--- src/rtl/tsis_pkg.sv ---
`timescale 1ns / 1ps
`default_nettype none
// ----------------------------------------------------------------------------
// Touch slider smoother package
// Shared widths, constants and the configuration register bundle.
// ----------------------------------------------------------------------------
package tsis_pkg;

  localparam int unsigned PosWidth   = 16;
  localparam int unsigned CoefWidth  = 16;
  localparam int unsigned RunWidth   = 4;
  localparam int unsigned FracBits   = 14;
  localparam int unsigned CfgIdxWidth = 2;

  // Position code that means the slider is not touched (input) or off (output).
  localparam logic [PosWidth-1:0] NoTouch = 16'hFFFF;
  localparam logic [PosWidth-1:0] PosMax  = 16'd100;

  // Register indexes on the configuration port.
  localparam logic [CfgIdxWidth-1:0] CfgKeepIdx    = 2'd0;
  localparam logic [CfgIdxWidth-1:0] CfgNewIdx     = 2'd1;
  localparam logic [CfgIdxWidth-1:0] CfgReleaseIdx = 2'd2;

  // Reset values of the registers.
  localparam logic signed [CoefWidth-1:0] KeepReset    = 16'sd15401;
  localparam logic signed [CoefWidth-1:0] NewReset     = 16'sd983;
  localparam logic [RunWidth-1:0]         ReleaseReset = 4'd3;

  typedef struct packed {
    logic signed [CoefWidth-1:0] keep_coef;
    logic signed [CoefWidth-1:0] new_coef;
    logic [RunWidth-1:0]         release_frames;
  } cfg_t;

endpackage
`default_nettype wire

--- src/rtl/tsis_cfg_regs.sv ---
`timescale 1ns / 1ps
`default_nettype none
// ----------------------------------------------------------------------------
// Touch slider smoother configuration registers
// Holds the filter weights and the release limit written over the plain
// write port. Writes to unused indexes are dropped.
// ----------------------------------------------------------------------------
module tsis_cfg_regs (
  input  wire logic                               clk_i,
  input  wire logic                               rst_ni,
  input  wire logic                               cfg_we_i,
  input  wire logic [tsis_pkg::CfgIdxWidth-1:0]   cfg_index_i,
  input  wire logic [tsis_pkg::CoefWidth-1:0]     cfg_data_i,
  output tsis_pkg::cfg_t                          cfg_o
);

  tsis_pkg::cfg_t cfg_q, cfg_d;

  // Next register contents for one write.
  always_comb begin
    cfg_d = cfg_q;
    if (cfg_we_i) begin
      unique case (cfg_index_i)
        tsis_pkg::CfgKeepIdx:    cfg_d.keep_coef      = $signed(cfg_data_i);
        tsis_pkg::CfgNewIdx:     cfg_d.new_coef       = $signed(cfg_data_i);
        tsis_pkg::CfgReleaseIdx: cfg_d.release_frames = cfg_data_i[tsis_pkg::RunWidth-1:0];
        default:                 cfg_d = cfg_q;
      endcase
    end
  end

  // Register bank with its reset values.
  always_ff @(posedge clk_i or negedge rst_ni) begin
    if (!rst_ni) begin
      cfg_q.keep_coef      <= tsis_pkg::KeepReset;
      cfg_q.new_coef       <= tsis_pkg::NewReset;
      cfg_q.release_frames <= tsis_pkg::ReleaseReset;
    end else begin
      cfg_q <= cfg_d;
    end
  end

  assign cfg_o = cfg_q;

endmodule
`default_nettype wire

--- src/rtl/tsis_filter_core.sv ---
`timescale 1ns / 1ps
`default_nettype none
// ----------------------------------------------------------------------------
// Touch slider smoother filter core
// Holds the tracking state and computes one smoothed position per request:
// pass-through on the first touch, Q14 single-pole low pass with clamp on
// later touches, hold and release on no-touch frames.
// ----------------------------------------------------------------------------
module tsis_filter_core (
  input  wire logic                             clk_i,
  input  wire logic                             rst_ni,
  input  wire tsis_pkg::cfg_t                   cfg_i,
  input  wire logic                             step_i,
  input  wire logic [tsis_pkg::PosWidth-1:0]    raw_i,
  output logic      [tsis_pkg::PosWidth-1:0]    result_o
);

  logic [tsis_pkg::PosWidth-1:0] last_q, last_d;
  logic                          tracking_q, tracking_d;
  logic [tsis_pkg::RunWidth-1:0] off_run_q, off_run_d;

  logic signed [32:0] prod_keep;
  logic signed [32:0] prod_new;
  logic signed [33:0] acc;
  logic signed [19:0] filt;
  logic [tsis_pkg::PosWidth-1:0] clamped;
  logic [tsis_pkg::RunWidth-1:0] run_inc;

  // Both weighted terms; positions are unsigned, so they get a zero sign bit.
  assign prod_keep = $signed({1'b0, last_q}) * cfg_i.keep_coef;
  assign prod_new  = $signed({1'b0, raw_i}) * cfg_i.new_coef;
  assign acc       = 34'(prod_keep) + 34'(prod_new);

  // Dropping the low fraction bits of a two's complement value is a floor.
  assign filt = acc[33:tsis_pkg::FracBits];

  // Clamp the filtered value into the valid position range.
  always_comb begin
    if (filt < 20'sd0) begin
      clamped = '0;
    end else if (filt > $signed({4'd0, tsis_pkg::PosMax})) begin
      clamped = tsis_pkg::PosMax;
    end else begin
      clamped = filt[tsis_pkg::PosWidth-1:0];
    end
  end

  assign run_inc = off_run_q + 4'd1;

  // Result and next state for the request in the input register.
  always_comb begin
    last_d     = last_q;
    tracking_d = tracking_q;
    off_run_d  = off_run_q;
    result_o   = tsis_pkg::NoTouch;
    if (raw_i == tsis_pkg::NoTouch) begin
      if (tracking_q) begin
        if (run_inc < cfg_i.release_frames) begin
          off_run_d = run_inc;
          result_o  = last_q;
        end else begin
          // Release limit reached: tracking ends and the output turns off.
          off_run_d  = '0;
          tracking_d = 1'b0;
        end
      end
    end else begin
      off_run_d  = '0;
      tracking_d = 1'b1;
      if (tracking_q) begin
        last_d = clamped;
      end else begin
        last_d = raw_i;
      end
      result_o = last_d;
    end
  end

  // State advances only when the request moves to the result register.
  always_ff @(posedge clk_i or negedge rst_ni) begin
    if (!rst_ni) begin
      last_q     <= '0;
      tracking_q <= 1'b0;
      off_run_q  <= '0;
    end else if (step_i) begin
      last_q     <= last_d;
      tracking_q <= tracking_d;
      off_run_q  <= off_run_d;
    end
  end

endmodule
`default_nettype wire

--- src/rtl/touch_slider_iir_smoother.sv ---
`timescale 1ns / 1ps
`default_nettype none
// ----------------------------------------------------------------------------
// Touch slider IIR smoother
// Smooths raw slider positions with a Q14 single-pole low pass, with
// pass-through on first touch and a release count for no-touch frames.
// ----------------------------------------------------------------------------
// Channel   Direction  Handshake                Payload
// s_axis    in         s_axis_tvalid/tready     tdata[15:0] raw_position
// m_axis    out        m_axis_tvalid/tready     tdata[15:0] smoothed_position
// cfg       in         cfg_we_i (no wait)       cfg_index_i, cfg_data_i
//
// One request per cycle is sustained. A request waits in the input register,
// where both products, the sum and the clamp are computed, until the result
// register is free or being read, then sits in the result register until taken.
// The input is stalled only while both registers are full and m_axis_tready
// is low. Reset clears the valid flags and the filter state, not the data.
// ----------------------------------------------------------------------------
module touch_slider_iir_smoother (
  input  wire logic                                 clk_i,
  input  wire logic                                 rst_ni,
  // Input stream: tdata = raw_position[15:0]
  input  wire logic                                 s_axis_tvalid,
  output logic                                      s_axis_tready,
  input  wire logic [tsis_pkg::PosWidth-1:0]        s_axis_tdata,
  // Output stream: tdata = smoothed_position[15:0]
  output logic                                      m_axis_tvalid,
  input  wire logic                                 m_axis_tready,
  output logic      [tsis_pkg::PosWidth-1:0]        m_axis_tdata,
  // Configuration write port
  input  wire logic                                 cfg_we_i,
  input  wire logic [tsis_pkg::CfgIdxWidth-1:0]     cfg_index_i,
  input  wire logic [tsis_pkg::CoefWidth-1:0]       cfg_data_i
);

  tsis_pkg::cfg_t cfg;

  logic                          in_valid_q;
  logic [tsis_pkg::PosWidth-1:0] in_raw_q;
  logic                          out_valid_q;
  logic [tsis_pkg::PosWidth-1:0] out_data_q;
  logic [tsis_pkg::PosWidth-1:0] result;
  logic                          advance;
  logic                          in_fire;

  tsis_cfg_regs u_cfg (
    .clk_i       (clk_i),
    .rst_ni      (rst_ni),
    .cfg_we_i    (cfg_we_i),
    .cfg_index_i (cfg_index_i),
    .cfg_data_i  (cfg_data_i),
    .cfg_o       (cfg)
  );

  // The request moves on whenever the result register is free or being read.
  assign advance       = in_valid_q && (!out_valid_q || m_axis_tready);
  assign s_axis_tready = !in_valid_q || advance;
  assign in_fire       = s_axis_tvalid && s_axis_tready;

  tsis_filter_core u_core (
    .clk_i    (clk_i),
    .rst_ni   (rst_ni),
    .cfg_i    (cfg),
    .step_i   (advance),
    .raw_i    (in_raw_q),
    .result_o (result)
  );

  // Input register.
  always_ff @(posedge clk_i or negedge rst_ni) begin
    if (!rst_ni) begin
      in_valid_q <= 1'b0;
    end else if (s_axis_tready) begin
      in_valid_q <= s_axis_tvalid;
    end
  end

  always_ff @(posedge clk_i) begin
    if (in_fire) begin
      in_raw_q <= s_axis_tdata;
    end
  end

  // Result register.
  always_ff @(posedge clk_i or negedge rst_ni) begin
    if (!rst_ni) begin
      out_valid_q <= 1'b0;
    end else if (advance) begin
      out_valid_q <= 1'b1;
    end else if (m_axis_tready) begin
      out_valid_q <= 1'b0;
    end
  end

  always_ff @(posedge clk_i) begin
    if (advance) begin
      out_data_q <= result;
    end
  end

  assign m_axis_tvalid = out_valid_q;
  assign m_axis_tdata  = out_data_q;

endmodule
`default_nettype wire

--- config.mk ---
export PLATFORM = sky130hd
export DESIGN_NAME = touch_slider_iir_smoother
export DESIGN_NICKNAME = d
export VERILOG_FILES = /design/src/rtl/tsis_pkg.sv /design/src/rtl/tsis_cfg_regs.sv /design/src/rtl/tsis_filter_core.sv /design/src/rtl/touch_slider_iir_smoother.sv
export SDC_FILE = /design/constraint.sdc
export NUM_CORES = 1
export LEC_CHECK = 0
export BUFFER_PORTS_ARGS = -buffer_cell sky130_fd_sc_hd__buf_4
export CELL_PAD_IN_SITES_DETAIL_PLACEMENT = 0
export CELL_PAD_IN_SITES_GLOBAL_PLACEMENT = 2
export CORE_ASPECT_RATIO = 0.5
export CORE_MARGIN = 4
export CORE_UTILIZATION = 40
export DETAILED_ROUTE_END_ITERATION = 10
export PLACE_DENSITY = 0.79
export SKIP_CTS_REPAIR_TIMING = 1
export SYNTH_ARGS = -nofsm -noshare
export SYNTH_HDL_FRONTEND = slang
export SYNTH_SLANG_ARGS = --single-unit
--- constraint.sdc ---
create_clock -name clk_i -period 20.8 [get_ports clk_i]
set_clock_uncertainty 0.1 [all_clocks]
set_input_delay 3.12 -clock clk_i [delete_from_list [all_inputs] [get_ports clk_i]]
set_output_delay 3.12 -clock clk_i [all_outputs]
set_load 0.1 [all_outputs]
==> results.ini <==
[place]
dpl.hpwl_mm = 48.5
port_buffers = 56
gp_congestion = 0.856

[detailed_routing]
first_pass_iters = 5
num_vias = 15123
drtAntennaViolNets = 0
wl_per_cell_um = 19.3
drcViolationCount = 0
vias_per_cell = 4.97
drt_iter0_drc = 847
wirelength_mm = 58.6

[grt]
antenna_found_initial = 1
overflow = 0
grt_pass1_wl_mm = 94.8
track_usage = 0.208
grt_pass1_vias = 16388
grt_max_degree = 54

[cts]
cts_tree = built
clk_pin_slew_worst_paths_ns = 0.08
htreeDepth = 3
cts_buffers = 9
insertion_delay_ns = 0.38
clk_path_buf_depth = 2
cts_sinks = 91
cts_root_buf = clkbuf_16

[cells_and_area]
multi_input_area_um2 = 17100
fin_nets = 3044
regArea_um2 = 2460
syn2layout_area_growth_pct = 6.43
fillers = 5362
drive_gt1_frac = 0.0653
n_antenna_cell = 0

[worst_setup_path]
worstRegToRegCells = 26
start_kind = flop
path_max_fanout = 18
end_kind = flop
arrival_ns = 9.21
worstPathRequired_ns = 20.94
critical_path_class = flop to flop

[timing]
worst_slew_pin_slew_ns = 1.19
slew_headroom = 0.207
rsz0062_at_grt = false
drv_slew = 0
max_freq_ghz = 0.110
finalSetupViolCount = 0
finalSetupTns_ns = 0
finalCritPeriodShare = 0.436
period_needed_ns = 9.07
finalHoldViolations = 0

[synth]
async_reset_ff_frac = 0.648
ys_seq_elements = 91
yosysWarnings = 0
ys_types = 69
yosysSeqAreaShare = 0.112
synthesis.nets = 3047
synthFlopType = dfrtp_1
avgSynthCellArea_um2 = 9.46
synthCells = 2326
synth-edff-count = 32
syn_area_um2 = 22000

[min_path]
min_path_type = flop to flop
hold_depth = 1

[floorplan]
die_h_um = 174
coreArea_um2 = 54100
die_area_um2 = 59100
io_pins = 57
die_x_um = 340
start_util = 0.407
fp-row-count = 60

[job]
drv_cap = 0

[outcome]
outcome = complete, no violations

Yosys cell counts (15+ instances only):
cell type / count / area, µm²
fa_1: 449 / 8990
o21ai_0: 45 / 225
edfxtp_1: 32 / 961
clkbuf_1: 78 / 293
ha_1: 233 / 2920
mux2_2: 36 / 405
and2_1: 292 / 1830
nand2_1: 246 / 923
dfstp_2: 17 / 447
inv_1: 572 / 2150
nand2b_1: 24 / 150
a21oi_1: 53 / 265
nor3_1: 15 / 75.1
nor2_1: 50 / 188
dfrtp_1: 42 / 1050
logic make-up (layout without fill, tap and decap cells):
group | after synthesis | count (layout) | synth area share
adders and majority gates | 682 | 682 | 0.541
and+or+nand+nor | 681 | 681 | 0.162
buffers and inverters | 656 | 658 | 0.112
AOI/OAI and AO/OA | 157 | 157 | 0.0458
DFF | 91 | 91 | 0.112
muxes | 37 | 37 | 0.0189
xor gates and xnor gates | 22 | 22 | 0.00876
critical path, stage by stage (launching register included):
cell	delay (ns)
edfxtp_1	0.74
and2_1	0.31
fa_1	0.54
inv_1	0.06
fa_1	0.54
inv_1	0.06
fa_1	0.50
inv_1	0.05
fa_1	0.52
inv_1	0.05
fa_1	0.51
fa_1	0.44
fa_1	0.49
inv_1	0.04
fa_1	0.49
inv_1	0.05
ha_1	0.35
a21oi_1	0.25
o21ai_0	0.16
a211oi_2	0.35
a21oi_1	0.19
or3_1	0.36
a211o_1	0.30
a2111o_1	0.34
or4_4	0.54
nor3b_4	0.39
a31o_1	0.20
area by class of cell:
cell class / count / area share
clock buffers: 9 / 0.00962
clock inverters: 7 / 0.00321
inverters: 573 / 0.0918
multi-input cells: 1579 / 0.730
flip-flops and latches: 91 / 0.105
well taps: 713 / 0.0381
repair buffers: 69 / 0.0221
metrics by stage:
stage	setup slack [ns]	cell area, µm²	std cells	hold WS, ns	util
final	11.73	23400	3041	0.386	0.433
after global routing	11.39	23400	3041	0.430	0.433
after CTS	11.77	23400	3041	0.389	0.433
after detailed placement	11.80	23100	3025	0.382	0.428
after global placement	11.79	23100	3025	0.370	0.428
after floorplan	12.73	22000	2326	0.357	-
metal layers:
metal | global-route usage | vias to the layer above | share of wire
li1 | - | 6943 | -
met1 | 0.307 | 7810 | 0.48
met2 | 0.334 | 304 | 0.46
met3 | 0.0201 | 66 | 0.039
met4 | 0.0495 | 0 | 0.024
met5 | 0 | - | 0
cells in the final DEF (no fill, tap or decap), types with 36 or more instances in the layout:
master and n:
ha_1 233, dfrtp_1 42, fa_1 449, mux2_2 36
buf_4 69, nand2_1 246, inv_1 572, o21ai_0 45
nor2_1 50, and2_1 292, a21oi_1 53
final timing paths:
kind	slack (ns)	endpoint	from
min in group asynchronous	2.45	u_cfg.cfg_o[35]$_DFFE_PN0P_	rst_ni
hold reg to reg	0.39	m_axis_tvalid$_DFFE_PN0P_	in_valid_q$_DFFE_PN0N_
hold / removal	0.39	m_axis_tvalid$_DFFE_PN0P_	in_valid_q$_DFFE_PN0N_
max in group asynchronous	17.10	u_cfg.cfg_o[27]$_DFFE_PN0P_	rst_ni
setup reg to reg	11.73	m_axis_tdata[3]$_DFFE_PP_	in_raw_q[10]$_DFFE_PP_
setup / recovery	11.73	m_axis_tdata[3]$_DFFE_PP_	in_raw_q[10]$_DFFE_PP_
flip-flops by register name (all words and copies together), names as in the netlist:
register / flops
u_core.off_run_q: 4
u_core.last_q: 16
in_raw_q: 16
m_axis_tdata: 16
u_cfg.cfg_o: 36
m_axis_tvalid: 1
u_core.tracking_q: 1
in_valid_q: 1
Power is not shown: default switching activity piles up to over one toggle a cycle in this logic, so the estimate is an artifact.
